--- src/rtl/core/asn1t_pkg.sv ---
// Shared types, codes and tables of the ASN.1 time decoder.
package asn1t_pkg;

    localparam int QUEUE_DEPTH_DEFAULT = 2;

    localparam logic [15:0] TAG_UTC_TIME = 16'd23;
    localparam logic [15:0] TAG_GEN_TIME = 16'd24;
    localparam logic [4:0]  LEN_UTC      = 5'd13;
    localparam logic [4:0]  LEN_GEN      = 5'd15;
    localparam logic [4:0]  DIGITS_UTC   = 5'd12;
    localparam logic [4:0]  DIGITS_GEN   = 5'd14;
    localparam logic [4:0]  COUNT_MAX    = 5'd16;
    localparam logic [7:0]  CHAR_ZERO    = 8'h30;
    localparam logic [7:0]  CHAR_NINE    = 8'h39;
    localparam logic [7:0]  CHAR_ZULU    = 8'h5A;
    localparam logic [6:0]  UTC_PIVOT    = 7'd50;
    localparam logic [13:0] BASE_1900    = 14'd1900;
    localparam logic [13:0] BASE_2000    = 14'd2000;

    typedef enum logic [1:0] {
        KIND_NONE = 2'd0,
        KIND_UTC  = 2'd1,
        KIND_GEN  = 2'd2,
        KIND_BAD  = 2'd3
    } kind_t;

    typedef enum logic [1:0] {
        ST_OK       = 2'd0,
        ST_ENCODING = 2'd1,
        ST_RANGE    = 2'd2,
        ST_TAG      = 2'd3
    } status_t;

    // One finished element handed from the front to the back.
    typedef struct packed {
        kind_t      kind;
        logic       enc_err;
        logic [6:0] year_hi;
        logic [6:0] year_lo;
        logic [6:0] month;
        logic [6:0] day;
        logic [6:0] hour;
        logic [6:0] minute;
        logic [6:0] second;
    } elem_t;

    typedef struct packed {
        status_t     status;
        logic [13:0] year;
        logic [3:0]  month;
        logic [4:0]  day;
        logic [4:0]  hour;
        logic [5:0]  minute;
        logic [5:0]  second;
        logic        is_generalized;
    } result_t;

    // Days in a month for a common year; month is 1..12.
    function automatic logic [4:0] days_in_month(input logic [3:0] month);
        logic [4:0] dim;
        case (month)
            4'd2:                      dim = 5'd28;
            4'd4, 4'd6, 4'd9, 4'd11:   dim = 5'd30;
            default:                   dim = 5'd31;
        endcase
        return dim;
    endfunction

endpackage

--- src/rtl/core/asn1_time_decoder.sv ---
// Top level of the ASN.1 UTCTime / GeneralizedTime decoder.
//
// Accepts the content bytes of one DER time element, one byte per item, at a sustained
// rate of one item per clock cycle while full is low; the tag fields are taken from the
// first item of each element and the item flagged last_byte closes it. Each element yields
// exactly one result on the output queue. The finished element enters the queue at the edge
// that accepts its last item and moves into the output register at the next edge if that
// register is free. Finished elements wait in a queue of QUEUE_DEPTH entries ahead of a
// one-entry output register; full rises only when that queue is full because results are
// not being popped, and it then holds off every input item. Any error status comes with
// all time fields at zero.
module asn1_time_decoder
    import asn1t_pkg::*;
#(
    parameter int QUEUE_DEPTH = QUEUE_DEPTH_DEFAULT
)
(
    input  logic        clk,
    input  logic        rst_n,
    input  logic        push,
    output logic        full,
    input  logic [1:0]  tag_class,
    input  logic        is_constructed,
    input  logic [15:0] tag_number,
    input  logic [7:0]  content_byte,
    input  logic        byte_present,
    input  logic        last_byte,
    output logic        empty,
    input  logic        pop,
    output logic [1:0]  status,
    output logic [13:0] year,
    output logic [3:0]  month,
    output logic [4:0]  day,
    output logic [4:0]  hour,
    output logic [5:0]  minute,
    output logic [5:0]  second,
    output logic        is_generalized
);

    localparam int ELEM_W = $bits(elem_t);

    logic    q_full, q_empty, q_wr, q_rd;
    elem_t   front_elem, back_elem;
    result_t result;

    asn1t_front u_front (
        .clk            (clk),
        .rst_n          (rst_n),
        .push           (push),
        .full           (full),
        .tag_class      (tag_class),
        .is_constructed (is_constructed),
        .tag_number     (tag_number),
        .content_byte   (content_byte),
        .byte_present   (byte_present),
        .last_byte      (last_byte),
        .queue_full     (q_full),
        .elem_valid     (q_wr),
        .elem           (front_elem)
    );

    asn1t_fifo #(
        .WIDTH (ELEM_W),
        .DEPTH (QUEUE_DEPTH)
    ) u_queue (
        .clk     (clk),
        .rst_n   (rst_n),
        .wr_en   (q_wr),
        .wr_data (front_elem),
        .rd_en   (q_rd),
        .rd_data (back_elem),
        .full    (q_full),
        .empty   (q_empty)
    );

    asn1t_back u_back (
        .clk        (clk),
        .rst_n      (rst_n),
        .elem_avail (!q_empty),
        .elem       (back_elem),
        .elem_take  (q_rd),
        .pop        (pop),
        .empty      (empty),
        .result     (result)
    );

    assign status         = result.status;
    assign year           = result.year;
    assign month          = result.month;
    assign day            = result.day;
    assign hour           = result.hour;
    assign minute         = result.minute;
    assign second         = result.second;
    assign is_generalized = result.is_generalized;

endmodule

--- src/rtl/core/asn1t_fifo.sv ---
// Small register queue that carries finished elements from front to back.
module asn1t_fifo
    import asn1t_pkg::*;
#(
    parameter int WIDTH = 8,
    parameter int DEPTH = QUEUE_DEPTH_DEFAULT
)
(
    input  logic             clk,
    input  logic             rst_n,
    input  logic             wr_en,
    input  logic [WIDTH-1:0] wr_data,
    input  logic             rd_en,
    output logic [WIDTH-1:0] rd_data,
    output logic             full,
    output logic             empty
);

    localparam int PTR_W = (DEPTH > 1) ? $clog2(DEPTH) : 1;
    localparam int CNT_W = $clog2(DEPTH + 1);

    logic [WIDTH-1:0] mem_reg [DEPTH];
    logic [PTR_W-1:0] wr_ptr_reg, wr_ptr_next;
    logic [PTR_W-1:0] rd_ptr_reg, rd_ptr_next;
    logic [CNT_W-1:0] count_reg, count_next;
    logic             do_wr, do_rd;

    assign full    = (count_reg == CNT_W'(DEPTH));
    assign empty   = (count_reg == '0);
    assign do_wr   = wr_en && !full;
    assign do_rd   = rd_en && !empty;
    assign rd_data = mem_reg[rd_ptr_reg];

    always_comb
    begin
        wr_ptr_next = wr_ptr_reg;
        rd_ptr_next = rd_ptr_reg;
        count_next  = count_reg;
        if (do_wr)
        begin
            wr_ptr_next = (wr_ptr_reg == PTR_W'(DEPTH - 1)) ? '0 : wr_ptr_reg + 1'b1;
        end
        if (do_rd)
        begin
            rd_ptr_next = (rd_ptr_reg == PTR_W'(DEPTH - 1)) ? '0 : rd_ptr_reg + 1'b1;
        end
        if (do_wr && !do_rd)
        begin
            count_next = count_reg + 1'b1;
        end
        else if (do_rd && !do_wr)
        begin
            count_next = count_reg - 1'b1;
        end
    end

    always_ff @(posedge clk or negedge rst_n)
    begin
        if (!rst_n)
        begin
            wr_ptr_reg <= '0;
            rd_ptr_reg <= '0;
            count_reg  <= '0;
        end
        else
        begin
            wr_ptr_reg <= wr_ptr_next;
            rd_ptr_reg <= rd_ptr_next;
            count_reg  <= count_next;
        end
    end

    always_ff @(posedge clk)
    begin
        if (do_wr)
        begin
            mem_reg[wr_ptr_reg] <= wr_data;
        end
    end

`ifndef SYNTH
    a_count_bound: assert property (@(posedge clk) disable iff (!rst_n)
        count_reg <= CNT_W'(DEPTH))
        else $error("queue count exceeds depth");

    a_no_write_when_full: assert property (@(posedge clk) disable iff (!rst_n)
        full |-> !wr_en)
        else $error("front wrote into a full queue");
`endif

endmodule

--- src/rtl/core/asn1t_front.sv ---
// Front part: takes content bytes, reads the tag and accumulates digit pairs.
module asn1t_front
    import asn1t_pkg::*;
(
    input  logic        clk,
    input  logic        rst_n,
    input  logic        push,
    output logic        full,
    input  logic [1:0]  tag_class,
    input  logic        is_constructed,
    input  logic [15:0] tag_number,
    input  logic [7:0]  content_byte,
    input  logic        byte_present,
    input  logic        last_byte,
    input  logic        queue_full,
    output logic        elem_valid,
    output elem_t       elem
);

    typedef enum logic [2:0] {
        F_YH = 3'd0,
        F_YL = 3'd1,
        F_MO = 3'd2,
        F_DY = 3'd3,
        F_HR = 3'd4,
        F_MI = 3'd5,
        F_SE = 3'd6
    } field_t;

    logic [4:0] count_reg, count_next;
    kind_t      kind_reg, kind_eff;
    logic [6:0] yh_reg, yl_reg, mo_reg, dy_reg, hr_reg, mi_reg, se_reg;
    logic [6:0] yh_next, yl_next, mo_next, dy_next, hr_next, mi_next, se_next;
    logic       derr_reg, derr_next;
    logic       zulu_reg, zulu_next;
    kind_t      tag_kind;
    logic       accept;
    logic       is_digit;
    logic [3:0] digit;
    logic [4:0] ndig;
    logic [4:0] want;
    field_t     field;
    logic [6:0] acc_sel, acc_new;

    assign full       = queue_full;
    assign accept     = push && !queue_full;
    assign elem_valid = accept && last_byte;

    always_comb
    begin
        if (tag_class == 2'd0 && !is_constructed && tag_number == TAG_UTC_TIME)
        begin
            tag_kind = KIND_UTC;
        end
        else if (tag_class == 2'd0 && !is_constructed && tag_number == TAG_GEN_TIME)
        begin
            tag_kind = KIND_GEN;
        end
        else
        begin
            tag_kind = KIND_BAD;
        end
    end

    assign kind_eff = (kind_reg == KIND_NONE) ? tag_kind : kind_reg;
    assign is_digit = (content_byte >= CHAR_ZERO) && (content_byte <= CHAR_NINE);
    assign digit    = 4'(content_byte - CHAR_ZERO);

    always_comb
    begin
        case (kind_eff)
            KIND_UTC: ndig = DIGITS_UTC;
            KIND_GEN: ndig = DIGITS_GEN;
            default:  ndig = 5'd0;
        endcase
    end

    // A GeneralizedTime year is kept as its century and its last two digits.
    always_comb
    begin
        if (kind_eff == KIND_GEN)
        begin
            if (count_reg < 5'd2)
            begin
                field = F_YH;
            end
            else if (count_reg < 5'd4)
            begin
                field = F_YL;
            end
            else
            begin
                field = field_t'(3'(((count_reg - 5'd4) >> 1) + 5'd2));
            end
        end
        else
        begin
            field = field_t'(3'((count_reg >> 1) + 5'd1));
        end
    end

    always_comb
    begin
        case (field)
            F_YH:    acc_sel = yh_reg;
            F_YL:    acc_sel = yl_reg;
            F_MO:    acc_sel = mo_reg;
            F_DY:    acc_sel = dy_reg;
            F_HR:    acc_sel = hr_reg;
            F_MI:    acc_sel = mi_reg;
            default: acc_sel = se_reg;
        endcase
    end

    assign acc_new = 7'((11'(acc_sel) * 11'd10) + 11'(digit));

    always_comb
    begin
        yh_next   = yh_reg;
        yl_next   = yl_reg;
        mo_next   = mo_reg;
        dy_next   = dy_reg;
        hr_next   = hr_reg;
        mi_next   = mi_reg;
        se_next   = se_reg;
        derr_next = derr_reg;
        zulu_next = zulu_reg;
        count_next = count_reg;
        if (byte_present)
        begin
            zulu_next = (content_byte == CHAR_ZULU);
            if (count_reg < COUNT_MAX)
            begin
                count_next = count_reg + 5'd1;
            end
            if (count_reg < ndig)
            begin
                if (!is_digit)
                begin
                    derr_next = 1'b1;
                end
                else
                begin
                    case (field)
                        F_YH:    yh_next = acc_new;
                        F_YL:    yl_next = acc_new;
                        F_MO:    mo_next = acc_new;
                        F_DY:    dy_next = acc_new;
                        F_HR:    hr_next = acc_new;
                        F_MI:    mi_next = acc_new;
                        default: se_next = acc_new;
                    endcase
                end
            end
        end
    end

    assign want = (kind_eff == KIND_GEN) ? LEN_GEN : LEN_UTC;

    always_comb
    begin
        elem.kind    = kind_eff;
        elem.enc_err = (count_next != want) || !zulu_next || derr_next;
        elem.year_hi = yh_next;
        elem.year_lo = yl_next;
        elem.month   = mo_next;
        elem.day     = dy_next;
        elem.hour    = hr_next;
        elem.minute  = mi_next;
        elem.second  = se_next;
    end

    always_ff @(posedge clk or negedge rst_n)
    begin
        if (!rst_n)
        begin
            count_reg <= '0;
            kind_reg  <= KIND_NONE;
            yh_reg    <= '0;
            yl_reg    <= '0;
            mo_reg    <= '0;
            dy_reg    <= '0;
            hr_reg    <= '0;
            mi_reg    <= '0;
            se_reg    <= '0;
            derr_reg  <= 1'b0;
            zulu_reg  <= 1'b0;
        end
        else if (accept)
        begin
            if (last_byte)
            begin
                count_reg <= '0;
                kind_reg  <= KIND_NONE;
                yh_reg    <= '0;
                yl_reg    <= '0;
                mo_reg    <= '0;
                dy_reg    <= '0;
                hr_reg    <= '0;
                mi_reg    <= '0;
                se_reg    <= '0;
                derr_reg  <= 1'b0;
                zulu_reg  <= 1'b0;
            end
            else
            begin
                count_reg <= count_next;
                kind_reg  <= kind_eff;
                yh_reg    <= yh_next;
                yl_reg    <= yl_next;
                mo_reg    <= mo_next;
                dy_reg    <= dy_next;
                hr_reg    <= hr_next;
                mi_reg    <= mi_next;
                se_reg    <= se_next;
                derr_reg  <= derr_next;
                zulu_reg  <= zulu_next;
            end
        end
    end

endmodule

--- src/rtl/core/asn1t_back.sv ---
// Back part: range checks one element and holds its result for the consumer.
module asn1t_back
    import asn1t_pkg::*;
(
    input  logic    clk,
    input  logic    rst_n,
    input  logic    elem_avail,
    input  elem_t   elem,
    output logic    elem_take,
    input  logic    pop,
    output logic    empty,
    output result_t result
);

    logic        out_valid_reg;
    result_t     result_reg, result_next;
    logic        is_gen;
    logic [13:0] year_gen, year_utc, year_val;
    logic        leap;
    logic [4:0]  dim;
    logic        month_ok, day_ok, range_ok;

    assign empty     = !out_valid_reg;
    assign result    = result_reg;
    assign elem_take = elem_avail && (!out_valid_reg || pop);

    assign is_gen   = (elem.kind == KIND_GEN);
    assign year_gen = 14'((14'(elem.year_hi) * 14'd100) + 14'(elem.year_lo));
    assign year_utc = (elem.year_lo >= UTC_PIVOT) ? BASE_1900 + 14'(elem.year_lo)
                                                  : BASE_2000 + 14'(elem.year_lo);
    assign year_val = is_gen ? year_gen : year_utc;

    // Leap years follow from the last two digits and, on a century, from the century.
    // A UTCTime century year is always 2000, which is a leap year.
    assign leap = (elem.year_lo[1:0] == 2'd0) &&
                  ((elem.year_lo != 7'd0) || !is_gen || (elem.year_hi[1:0] == 2'd0));

    assign month_ok = (elem.month >= 7'd1) && (elem.month <= 7'd12);
    assign dim      = (elem.month == 7'd2 && leap) ? 5'd29 : days_in_month(elem.month[3:0]);
    assign day_ok   = (elem.day >= 7'd1) && (elem.day <= 7'(dim));
    assign range_ok = month_ok && day_ok && (elem.hour <= 7'd23) &&
                      (elem.minute <= 7'd59) && (elem.second <= 7'd59);

    always_comb
    begin
        result_next = '0;
        if (elem.kind == KIND_BAD)
        begin
            result_next.status = ST_TAG;
        end
        else if (elem.enc_err)
        begin
            result_next.status = ST_ENCODING;
        end
        else if (!range_ok)
        begin
            result_next.status = ST_RANGE;
        end
        else
        begin
            result_next.status         = ST_OK;
            result_next.year           = year_val;
            result_next.month          = elem.month[3:0];
            result_next.day            = elem.day[4:0];
            result_next.hour           = elem.hour[4:0];
            result_next.minute         = elem.minute[5:0];
            result_next.second         = elem.second[5:0];
            result_next.is_generalized = is_gen;
        end
    end

    always_ff @(posedge clk or negedge rst_n)
    begin
        if (!rst_n)
        begin
            out_valid_reg <= 1'b0;
        end
        else if (elem_take)
        begin
            out_valid_reg <= 1'b1;
        end
        else if (pop)
        begin
            out_valid_reg <= 1'b0;
        end
    end

    always_ff @(posedge clk)
    begin
        if (elem_take)
        begin
            result_reg <= result_next;
        end
    end

`ifndef SYNTH
    a_error_zeroes_fields: assert property (@(posedge clk) disable iff (!rst_n)
        (out_valid_reg && result_reg.status != ST_OK) |->
            (result_reg.year == '0 && result_reg.month == '0 && result_reg.day == '0 &&
             result_reg.hour == '0 && result_reg.minute == '0 &&
             result_reg.second == '0 && !result_reg.is_generalized))
        else $error("error result carries nonzero fields");

    a_held_result: assert property (@(posedge clk) disable iff (!rst_n)
        (out_valid_reg && !pop) |=> (out_valid_reg && $stable(result_reg)))
        else $error("waiting result changed or was dropped");
`endif

endmodule
--- config.mk ---
export PLATFORM = sky130hd
export DESIGN_NAME = asn1_time_decoder
export DESIGN_NICKNAME = d
export VERILOG_FILES = /design/src/rtl/core/asn1t_pkg.sv /design/src/rtl/core/asn1_time_decoder.sv /design/src/rtl/core/asn1t_fifo.sv /design/src/rtl/core/asn1t_front.sv /design/src/rtl/core/asn1t_back.sv
export SDC_FILE = /design/constraint.sdc
export NUM_CORES = 1
export LEC_CHECK = 0
export BUFFER_PORTS_ARGS = -buffer_cell sky130_fd_sc_hd__buf_2
export CAP_MARGIN = 10
export CORE_UTILIZATION = 45
export CTS_CLUSTER_DIAMETER = 150
export DETAILED_ROUTE_END_ITERATION = 7
export PLACE_DENSITY = 0.64
export SYNTH_ARGS = -nofsm -noshare
export SYNTH_HDL_FRONTEND = slang
export SYNTH_HIERARCHICAL = 1
export SYNTH_SLANG_ARGS = --single-unit
export TNS_END_PERCENT = 5
--- constraint.sdc ---
create_clock -name clk -period 5 [get_ports clk]
set_clock_uncertainty 0.05 [all_clocks]
set_input_delay 1.25 -clock clk [delete_from_list [all_inputs] [get_ports clk]]
set_output_delay 1.25 -clock clk [all_outputs]
set_load 0.02 [all_outputs]
* Word-level counts from Yosys, hierarchy flattened *
Memory sizes are Yosys's and may differ from the RTL's.
Cells that the tools add are included.

storage, ports and cells
  register bits after elaboration = 106
  latch bits = 0
  RAM bits = 104
  memory bits (read-only) = 0
  input bits = 33
  output and inout port bits = 45
  logic and storage cells = 188
  memories kept = 1

operators by class
  add/subtract/negate cells = 13
  multiply operators = 2
  div/mod/pow operators = 0
  $lt $le $gt $ge = 14
  equality and inequality tests = 20
  shift-type cells = 0
  mux-type cells = 68
  bitwise logic cells = 1
  reductions and logical operators = 45

memories
  memory           depth  width  read ports  clocked after memory_dff  wr ports  line              RTL
  u_queue.mem_reg  2      52     1           0                         1         asn1t_fifo.sv:22  logic [WIDTH-1:0] mem_reg [DEPTH];

operators by type and width
  cell                   number
  $mux 7                 35
  $pmux 7 s6             1
  $eq 16x5->1 const B    2
  $mux 14                2
  $add 11x7->12 const A  2
  $logic_and 1x1->1      19
  $mux 2                 9
  $mux 5                 3
  $add 14x7->14          1
  $ge 7x1->1 const B     2
  $le 7x6->1 const B     2
  $mux 1                 13
  $mul 7x5->12 const B   1
  $logic_not 2->1        5
  $mux 3                 3
  $eq 2x2->1 const B     4
  $eq 4x3->1 const B     2
  $eq 4x4->1 const B     2
  $eq 8x7->1 const B     1
  $ge 8x6->1 const B     1
  $le 8x6->1 const B     1
  $logic_not 1->1        8
  $pmux 4 s2             1
  $add 7x4->7            1
  other kinds (34)       42

* Logic depth before layout (Yosys ltp) *
Gate-level depths: netlist of the first run.

  depth in word-level cells = 17
  gate-level depth with buffers = 24
  gate-level depth less buffers = 23

* Hierarchy *
Netlist of the first run, hierarchy kept.

modules (own cells, without submodules)
  module             times used  cells each  area each (µm²)  sequential area each (µm²)
  asn1t_fifo         1           181         4200.3           3223.1
  asn1t_front        1           416         3970.1           1451.4
  asn1t_back         1           287         3060.4           1316.3
  asn1_time_decoder  1           1           3.8              0.0

* Worst setup path after synthesis of the first run *
No wires, ideal clock.

  path type = in2reg
  from = input port tag_number[7]
  to = memory u_queue/mem_reg[0][13] (netlist name), data pin
  setup time = 0.262 ns
  arrival = 5.877 ns
  data required time = 4.688 ns
  path slack = -1.189 ns
  stages = 22
  buffers on the path = 4
  cell sequence = nor4b_1 -> nand4_1 -> nor4_1 -> nor2_1 -> nor2_1 -> ha_1 -> clkbuf_1 -> o22a_1 -> clkbuf_1 -> clkbuf_1 -> nand2_1 -> a41oi_1 -> ha_1 -> ha_1 -> inv_1 -> fa_1 -> nor3b_1 -> xnor2_1 -> xnor2_1 -> xnor2_2 -> buf_4 -> mux2_2

RTL lines
  what         line                     RTL
  from (decl)  asn1_time_decoder.sv:24  input logic [15:0] tag_number,
  to (decl)    asn1t_fifo.sv:22

==> impl_metrics.toml, run 1 <==
[grt]
grt_max_degree = 44
grt_first_pass_wirelength_um = 41380
grt_pass1_vias = 7563
grt.total_usage_pct = 21.00
antenna_found_initial = 1
gr-total-overflow = 0

[clock_network]
cts_buffers = 23
cts_sinks = 210
cts_tree = "done"
cts_buffer_depth = 3
postCtsHoldBufs = 0
cts_root_buf = "clkbuf_16"
htreeDepth = 1
clock_latency_ns = 0.51
path_clk_slew_ns = 0.07

[detailed_routing]
drt_iter0_drc = 415
num_vias = 7686
drt_wl_total_um = 26400
postRouteAntennaNets = 0
drc = 0
routedWlPerCell_um = 18.99
dr.pass1.iters = 5
vias_per_cell = 5.529

[timing]
finalSetupViolCount = 23
tns_ns = -5.182
tightest_slew_ns = 0.6858
relSlewSlack_pct = 54.11
period_minus_slack_ns = 5.287
finalHoldViolCount = 0
fin_crit_sh_pct = 105.7
setup_ws_ns = -0.2866
final_max_slew_viol_count = 0
timing.fmax_mhz = 189.2
hold_slack_ns = 0.4487
rsz0062_at_grt = "yes"

[placement]
gp_congestion = 0.9292
hpwlAfterDp_um = 18450
portBuffers = 77
pre_cts_slack_ns = -1.171
dpl.cell_count = 1323

[critical_path]
critPathRequiredTime_ns = 5.20
crit_fanout = 7
reg2reg_slack_ns = 0.48
r2r_cells = 20
endpoint_kind = "flop"
crit_start = "tag_number[5]"
cp_data_arrival_time_ns = 5.49
cp-start-kind = "primary input"
path_class = "primary input to flop"
endpoint = "u_queue/mem_reg[1][41]"
reg2reg_to = "u_queue/mem_reg[1][41]"
r2r_start = "u_front/count_reg[2]"

[synthesis]
syn_area_um2 = 11230
ys.flop_type = "edfxtp_1"
ys_ff_latch = 210
synth_edf_count = 147
synthArstFlopShare_pct = 30.00
synth_cell_types = 75
synth_warnings = 6
syn_inst = 885
yosysSeqAreaShare_pct = 53.32
postSynthAreaPerCell_um2 = 12.69
synth_fp_nets = 979

[floorplan]
row_count = 57
die_h_um = 160.0
io-pin-count = 78
core_area_um2 = 24390
initial_utilization_pct = 46.06
dieWidth_um = 160.0
die_area_um2 = 25600

[outcome]
violations = "negative setup slack"
status = "finished with violations"

[cells_and_area]
final_cells = 1390
largest_reg_flops = 104
syn_to_final_growth_pct = 22.69
fin_nets = 1142
final_common_cell = "edfxtp_1"
drive_above_1_share_pct = 33.99
final_cell_mix = "edfxtp_1 (147), buf_4 (81), buf_2 (73)"
num-fill-cells = 2045

[power]
p_seq_share_pct = 26.7
p_leak_nw = 5.749
peakVddDrop_uv = 383.2
power_density_nw_per_um2 = 621.9
p_sw_share_pct = 39.55
p_sw_mw = 3.390
p_int_mw = 5.182
p_comb_share_pct = 54.6
pwr-share-clk_pct = 18.7

[job]
drv_cap = 0

[min_path]
worstHoldPathType = "flop to flop"
==> logic make-up (layout without fill, tap and decap cells) <==
| logic type | after synthesis | after routing | share of synthesized area [%] |
|---|---|---|---|
| XOR/XNOR | 29 | 30 | 2.328 |
| adder cells (fa/ha/maj) | 61 | 61 | 7.128 |
| other | 0 | 1 | 0 |
| buffers and inverters | 89 | 268 | 3.965 |
| multiplexers | 96 | 96 | 11.15 |
| flip-flops | 210 | 210 | 53.32 |
| AND/OR/NAND/NOR | 217 | 217 | 10.02 |
| AO/OA/AOI/OAI | 183 | 183 | 12.08 |
==> metrics by stage <==
stage / utilization, % / cell area, µm² / power (mW)
4_1_cts: 56.08 / 13680 / 8.519
5_1_grt: 56.50 / 13780 / 9.056
6_report: 56.51 / 13780 / 8.572
2_1_floorplan: - / 11410 / 5.048
3_3_place_gp: 51.52 / 12570 / 6.423
3_5_place_dp: 51.52 / 12570 / 6.476
==> worst min-delay path by stage <==
| stage | cells after the start | start | end |
|---|---|---|---|
| CTS | 2 | u_front/zulu_reg | u_front/zulu_reg |
| global placement | 1 | u_front/yh_reg[6] | u_front/yh_reg[6] |
| floorplan | 2 | u_front/zulu_reg | u_front/zulu_reg |
| detailed placement | 2 | u_front/zulu_reg | u_front/zulu_reg |
| finish | 2 | u_front/zulu_reg | u_front/zulu_reg |
| global route | 2 | u_front/zulu_reg | u_front/zulu_reg |
==> area by class of cell <==
type	count	area (µm²)	area share, %
Clock inverter	14	105.1	0.7625
Antenna cell	1	2.502	0.01816
Timing Repair Buffer	175	1291	9.368
Tap cell	324	405.4	2.941
Inverter	51	191.4	1.389
Clock buffer	28	614.3	4.457
Multi-Input combinational cell	587	5181	37.59
Sequential cell	210	5992	43.47
==> cell usage after synthesis (all sizes together) (3+ instances only) <==
cell / n / area, µm²
a2111oi: 3 / 45.05
a211oi: 10 / 92.59
a21o: 6 / 45.04
a21oi: 38 / 190.2
a221oi: 3 / 32.53
a22o: 42 / 367.9
a311oi: 3 / 26.28
a31oi: 8 / 50.05
a32o: 9 / 90.09
and2: 31 / 193.9
and3: 4 / 25.02
buf: 15 / 166.4
clkbuf: 23 / 87.58
dfrtp: 63 / 1577
edfxtp: 147 / 4414
fa: 5 / 100.1
ha: 56 / 700.7
inv: 51 / 191.4
mux2: 86 / 1152
mux2i: 10 / 100.1
nand2: 43 / 161.4
nand2b: 17 / 106.4
nand3: 11 / 60.06
nand4: 6 / 37.54
nand4b: 3 / 26.28
nor2: 58 / 217.7
nor2b: 8 / 50.05
nor3: 14 / 70.07
nor4: 5 / 31.28
nor4b: 4 / 35.03
o2111ai: 3 / 26.28
o211ai: 5 / 37.54
o21ai: 31 / 155.2
o221ai: 3 / 26.28
or3: 3 / 23.77
xnor2: 20 / 182.7
xor2: 9 / 78.83
==> critical path: stages <==
cell and delay (ns):
buf_6 0.10, nor4_4 0.27, nand4_1 0.18, buf_4 0.18, nor2_4 0.11, o21bai_4 0.08, ha_4 0.20, buf_4 0.15
o22ai_4 0.26, nand2_2 0.13, o21ai_4 0.09, nand2_4 0.06, a21oi_2 0.13, a211oi_2 0.07, a41oi_4 0.22, ha_4 0.24
ha_4 0.15, inv_2 0.04, fa_1 0.44, nor3b_2 0.26, xnor2_2 0.11, xnor2_2 0.15, buf_4 0.16, xnor2_4 0.16
mux2_4 0.28
==> routing by layer <==
| metal | part of all wire [%] | up-vias | global-route usage [%] | wire length, µm |
|---|---|---|---|---|
| met1 | 44 | 3742 | 28.60 | 11630 |
| met2 | 47 | 249 | 33.97 | 12350 |
| li1 | - | 3655 | - | - |
| met3 | 6.5 | 40 | 3.610 | 1723 |
| met5 | 0 | - | 0 | 0 |
| met4 | 2.6 | 0 | 7.100 | 698 |
==> repair_timing <==
item / CTS / global route
setup endpoints to repair: 61 / 84
setup buffers: 19 / 4
gates cloned: 3 / 0
pin swaps: 34 / 15
gates resized for setup: 40 / 19
==> power groups by stage <==
stage	combinational, mW	sequential [mW]	clock [mW]
6_report	4.68	2.29	1.60
5_1_grt	5.03	2.32	1.71
4_1_cts	4.59	2.29	1.64
3_5_place_dp	4.15	2.33	0
3_3_place_gp	4.11	2.32	0
2_1_floorplan	2.60	2.44	0
(Power assumes the default switching activity.)
==> inputs of run 2 (changes only) <==
Settings changed: BUFFER_PORTS_ARGS -buffer_cell sky130_fd_sc_hd__buf_2 to not set, DONT_BUFFER_PORTS set to 1, PLACE_DENSITY 0.64 to 0.61.
==> run 2 against run 1 <==
  * Critical path type unchanged
  * Via count decreased by 5.0%
  * Critical endpoint is now u_queue/mem_reg[1][48]
  * Largest power group unchanged
  * Clock power increased by 4%
  * Register-to-register slack about the same
  * Global-route usage decreased by 0.74 points
  * Core utilization decreased by 2.4 points
  * Sequential share of layout area increased by 1.9 points
  * The run still ends with negative setup slack left
==> impl_metrics.toml, run 2 (same netlist as run 1, synthesis figures left out) <==
[outcome]
status = "finished with violations"
violations = "negative setup slack"

[timing]
rsz0062_at_grt = "yes"
fin_crit_sh_pct = 104.3
final_max_slew_viol_count = 0
setup_ws_ns = -0.2143
relSlewSlack_pct = 50.39
tightest_slew_ns = 0.7424
period_minus_slack_ns = 5.214
finalSetupViolCount = 21
timing.fmax_mhz = 191.8
finalHoldViolCount = 0
hold_slack_ns = 0.3641

[critical_path]
endpoint_kind = "flop"
r2r_cells = 18
crit_start = "tag_number[10]"
path_class = "primary input to flop"
timing.critical_path.buf_inv = 6
cp_common_cell = "buf_4"
path_cells = "nor4_4 -> nand4_1 -> buf_4 -> nor2_2 -> o21bai_2 -> ha_4 -> buf_6 -> buf_4 -> o22a_1 -> buf_6 -> and3_1 -> a21oi_1 -> o221ai_1 -> o31a_1 -> ha_1 -> inv_1 -> fa_1 -> nor3b_2 -> xnor2_2 -> xnor2_2 -> buf_4 -> xnor2_4 -> mux2_4"
critPathMaxStageDelay_ns = 0.52
reg2reg_slack_ns = 0.49
crit_family = "adder cells"
reg2reg_to = "u_queue/mem_reg[1][48]"
critPathRequiredTime_ns = 5.21
cp_data_arrival_time_ns = 5.42
r2r_start = "u_front/count_reg[2]"
cp-start-kind = "primary input"
crit_fanout = 10
crit_slowest_cell = "fa_1"

[clock_network]
path_clk_slew_ns = 0.06
cts_buffers = 24
htreeDepth = 1
postCtsHoldBufs = 0
cts_buffer_depth = 3
cts_root_buf = "clkbuf_16"
clock_latency_ns = 0.53
cts_tree = "done"
cts_sinks = 210

[power]
power_density_nw_per_um2 = 629.6
p_int_mw = 5.017
p_sw_mw = 3.290
p_seq_share_pct = 29.4
p_sw_share_pct = 39.61
p_comb_share_pct = 50.6
p_leak_nw = 5.366
peakVddDrop_uv = 415.3
pwr-share-clk_pct = 20.0

[detailed_routing]
drt_wl_total_um = 25750
dr.pass1.iters = 5
postRouteAntennaNets = 0
routedWlPerCell_um = 19.82
vias_per_cell = 5.619
num_vias = 7299
drc = 0
drt_iter0_drc = 441

[grt]
antenna_found_initial = 2
grt_pass1_vias = 7212
grt.total_usage_pct = 20.25
grt_max_degree = 64
grt_first_pass_wirelength_um = 40330
gr-total-overflow = 0

[floorplan]
dieWidth_um = 160.0
die_h_um = 160.0
io-pin-count = 78
row_count = 57
core_area_um2 = 24390
die_area_um2 = 25600
initial_utilization_pct = 46.06

[cells_and_area]
final_cell_mix = "edfxtp_1 (147), buf_4 (72), dfrtp_1 (62)"
num-fill-cells = 2100
largest_reg_flops = 104
drive_above_1_share_pct = 27.28
fin_area_um2 = 13200
final_common_cell = "edfxtp_1"
postLayoutCoreUtil_pct = 54.10
fin_nets = 1052
syn_to_final_growth_pct = 17.45
diodes = 0

[job]
drv_cap = 0

[placement]
hpwlAfterDp_um = 18010
portBuffers = 0
gp_congestion = 0.9295
place_area_um2 = 12120

[min_path]
worstHoldPathType = "primary input to asynchronous set/reset pin"
==> run 2: cell types whose count changed in the layout (fill, tap and decap cells not counted), sizes merged <==
cell and delta:
clkbuf +2, diode -1, clkinv -1, inv -2, clkinvlp +2, buf -91
==> run 2: area by class of cell <==
type	count	area, µm²	area share (%)
Sequential cell	210	5992	45.41
Multi-Input combinational cell	587	5124	38.83
Timing Repair Buffer	84	726.9	5.509
Clock buffer	30	643.1	4.874
Tap cell	324	405.4	3.072
Inverter	51	191.4	1.451
Clock inverter	13	112.6	0.8534
==> run 2: power by group through the flow <==
| stage | Sequential, mW | Clock (mW) | Combinational (mW) |
|---|---|---|---|
| after CTS | 2.44 | 1.71 | 4.12 |
| after global placement | 2.47 | 0 | 3.78 |
| final | 2.44 | 1.67 | 4.20 |
| after detailed placement | 2.48 | 0 | 3.81 |
| after floorplan | 2.44 | 0 | 2.60 |
| after global routing | 2.47 | 1.77 | 4.58 |
==> run 2: stage by stage <==
stage / setup slack [ns] / instances / setup TNS (ns) / power, mW
2_1_floorplan: -0.7126 / 885 / -18.84 / 5.048
3_3_place_gp: -1.084 / 1243 / -52.71 / 6.246
3_5_place_dp: -1.193 / 1243 / -59.04 / 6.291
4_1_cts: -0.2124 / 1298 / -3.813 / 8.275
5_1_grt: -0.4606 / 1299 / -12.80 / 8.813
6_report: -0.2143 / 1299 / -3.660 / 8.307
==> run 2: repair_timing <==
item,CTS,global route
pin swaps,23,4
cloned,2,0
gates resized for setup,25,14
setup endpoints to repair,42,89
buffers inserted,10,1
==> run 2: worst register-to-register path, cell delays in order, from the launching register on <==
cell and delay [ns]:
dfrtp_1 0.47, ha_1 0.35, nand2b_1 0.15, o221ai_1 0.30, o21ai_4 0.19, buf_4 0.19
and3_1 0.17, a21oi_1 0.12, o221ai_1 0.17, o31a_1 0.14, ha_1 0.27, inv_1 0.05
fa_1 0.52, nor3b_2 0.24, xnor2_2 0.11, xnor2_2 0.15, buf_4 0.16, xnor2_4 0.17
mux2_4 0.29
==> run 2: worst max path at each step <==
stage                                   endpoint  slack (ns)  cells past startpoint
after global placement         u_front/hr_reg[6]       -1.08                     24
after detailed placement       u_front/mi_reg[6]       -1.19                     24
after floorplan           u_queue/mem_reg[0][20]       -0.71                     24
after CTS                  u_queue/mem_reg[1][6]       -0.21                     24
final                     u_queue/mem_reg[1][48]       -0.21                     23
after global routing      u_queue/mem_reg[0][41]       -0.46                     24
==> run 2: per-layer routing <==
metal / vias to the layer above / GRT usage, % / wire length [µm] / part of all wire (%)
met2: 230 / 31.92 / 11750 / 46
met1: 3573 / 28.52 / 11820 / 46
met5: - / 0 / 0 / 0
met3: 35 / 3.922 / 1715 / 6.7
met4: 0 / 5.628 / 467 / 1.8
li1: 3461 / - / - / -
==> inputs of run 3 (changes only) <==
Settings changed: CTS_BUF_LIST set to sky130_fd_sc_hd__clkbuf_8 sky130_fd_sc_hd__clkbuf_16.
==> run 3 against run 2 <==
  * The run still ends with negative setup slack left
  * Sequential share of layout area stayed put
  * Hold slack worse by 0.00057 ns
  * Die area stayed put
  * Combinational power hardly changed
  * Clock power hardly changed
  * Core utilization stayed put
  * Routed wire length hardly changed
  * Critical path depth stayed put
  * Via count hardly changed
  * First-iteration DRC count stayed put
  * Global-route usage stayed put
  * Largest cell class unchanged
  * Largest power group unchanged
==> impl_metrics.toml, run 3 (same netlist as run 1, synthesis figures left out) <==
[critical_path]
critPathRequiredTime_ns = 5.21
timing.critical_path.buf_inv = 6
path_class = "primary input to flop"
critPathMaxStageDelay_ns = 0.52
endpoint_kind = "flop"
cp-start-kind = "primary input"
cp_data_arrival_time_ns = 5.43
path_cells = "nor4_4 -> nand4_1 -> buf_4 -> nor2_2 -> o21bai_2 -> ha_4 -> buf_6 -> buf_4 -> o22a_1 -> buf_6 -> and3_1 -> a21oi_1 -> o221ai_1 -> o31a_1 -> ha_1 -> inv_1 -> fa_1 -> nor3b_2 -> xnor2_2 -> xnor2_2 -> buf_4 -> xnor2_4 -> mux2_4"
cp_common_cell = "buf_4"
crit_family = "adder cells"
crit_fanout = 10
crit_slowest_cell = "fa_1"

[cells_and_area]
drive_above_1_share_pct = 27.28
final_cells = 1299
fin_nets = 1052
final_cell_mix = "edfxtp_1 (147), buf_4 (72), dfrtp_1 (62)"
multi_input_area_um2 = 5124
num-fill-cells = 2100
final-seq-area_um2 = 5992
syn_to_final_growth_pct = 17.45
fin_area_um2 = 13200
diodes = 0
largest_reg_flops = 104
final_common_cell = "edfxtp_1"

[power]
power_density_nw_per_um2 = 629.1
p_comb_share_pct = 50.7
p_sw_share_pct = 39.66
peakVddDrop_uv = 415.6
pwr-share-clk_pct = 20.0
p_sw_mw = 3.293
p_leak_nw = 5.383
p_seq_share_pct = 29.4
p_total_mw = 8.301
p_int_mw = 5.008

[min_path]
worstHoldPathType = "primary input to asynchronous set/reset pin"

[grt]
grt_max_degree = 64
grt_first_pass_wirelength_um = 40330
grt_pass1_vias = 7212
gr-total-overflow = 0
antenna_found_initial = 2
grt.total_usage_pct = 20.25

[detailed_routing]
drt_wl_total_um = 25740
drc = 0
postRouteAntennaNets = 0
dr.pass1.iters = 5
drt_iter0_drc = 441
routedWlPerCell_um = 19.81
vias_per_cell = 5.614
num_vias = 7293

[timing]
rsz0062_at_grt = "yes"
finalSetupViolCount = 21
hold_slack_ns = 0.3636
tightest_slew_ns = 0.7502
final_max_slew_viol_count = 0
fin_crit_sh_pct = 104.5
timing.fmax_mhz = 191.5
setup_ws_ns = -0.2232
relSlewSlack_pct = 49.87
finalHoldViolCount = 0
period_minus_slack_ns = 5.223

[placement]
place_area_um2 = 12120
dpl.cell_count = 1243
hpwlAfterDp_um = 18010
gp_congestion = 0.9295
portBuffers = 0
pre_cts_slack_ns = -1.193

[clock_network]
cts_sinks = 210
htreeDepth = 1
cts_buffer_depth = 3
cts_tree = "done"
path_clk_slew_ns = 0.06
cts_buffers = 24
clock_latency_ns = 0.53
cts_root_buf = "clkbuf_16"

[floorplan]
initial_utilization_pct = 46.06
io-pin-count = 78
core_area_um2 = 24390
dieWidth_um = 160.0
die_h_um = 160.0
row_count = 57
die_area_um2 = 25600

[job]
drv_cap = 0

[outcome]
violations = "negative setup slack"
status = "finished with violations"
[run 3: cell types whose count changed in the layout (fill, tap and decap cells not counted), sizes merged]
cell	before	now
inv	51	55
clkbuf	30	26
[run 3: stage by stage]
step,TNS [ns],utilization [%]
after global placement,-52.71,49.69
after CTS,-3.810,53.83
after detailed placement,-59.04,49.69
after floorplan,-18.84,-
after global routing,-12.80,54.10
final,-3.788,54.10
[run 3: area by class of cell]
| cell class | count | share of cell area (%) |
|---|---|---|
| sequential | 210 | 45.41 |
| clock buffer | 26 | 4.760 |
| multi-input combinational | 587 | 38.83 |
| clock inverter | 17 | 0.9672 |
| timing repair buffer | 84 | 5.509 |
| tap | 324 | 3.072 |
| inverter | 51 | 1.451 |
[run 3: worst paths after layout]
check | from | to | slack [ns] | depth (start not counted)
max | tag_number[10] | u_queue/mem_reg[1][48] | -0.22 | 23
min | rst_n | u_front/se_reg[3] | 0.36 | 0
max reg2reg | u_front/count_reg[2] | u_queue/mem_reg[1][48] | 0.48 | 18
min reg2reg | u_front/yh_reg[6] | u_front/yh_reg[6] | 0.45 | 1
max in group asynchronous | rst_n | u_front/yl_reg[6] | 4.42 | 0
min in group clk | u_front/yh_reg[6] | u_front/yh_reg[6] | 0.45 | 1
[run 3: power groups by stage]
stage          clock network (mW)  logic, mW  registers [mW]
5_1_grt                      1.76       4.58            2.47
4_1_cts                      1.70       4.12            2.44
3_5_place_dp                    0       3.81            2.48
2_1_floorplan                   0       2.60            2.44
6_report                     1.66       4.21            2.44
3_3_place_gp                    0       3.78            2.47
[run 3: repair_timing]
action / CTS / global route
buffers inserted: 10 / 1
endpoints found under the setup margin: 42 / 89
gates resized for setup: 25 / 14
hold endpoints to repair: 0 / 0
hold buffers: 0 / 0
pin swaps: 23 / 4
gates cloned: 2 / 0
[run 3: per-layer routing]
layer | vias to the layer above | routed length [µm] | global-route usage, %
met5 | - | 0 | 0
met4 | 0 | 434 | 5.628
met3 | 33 | 1736 | 3.922
met2 | 228 | 11820 | 31.92
met1 | 3571 | 11740 | 28.52
li1 | 3461 | - | -
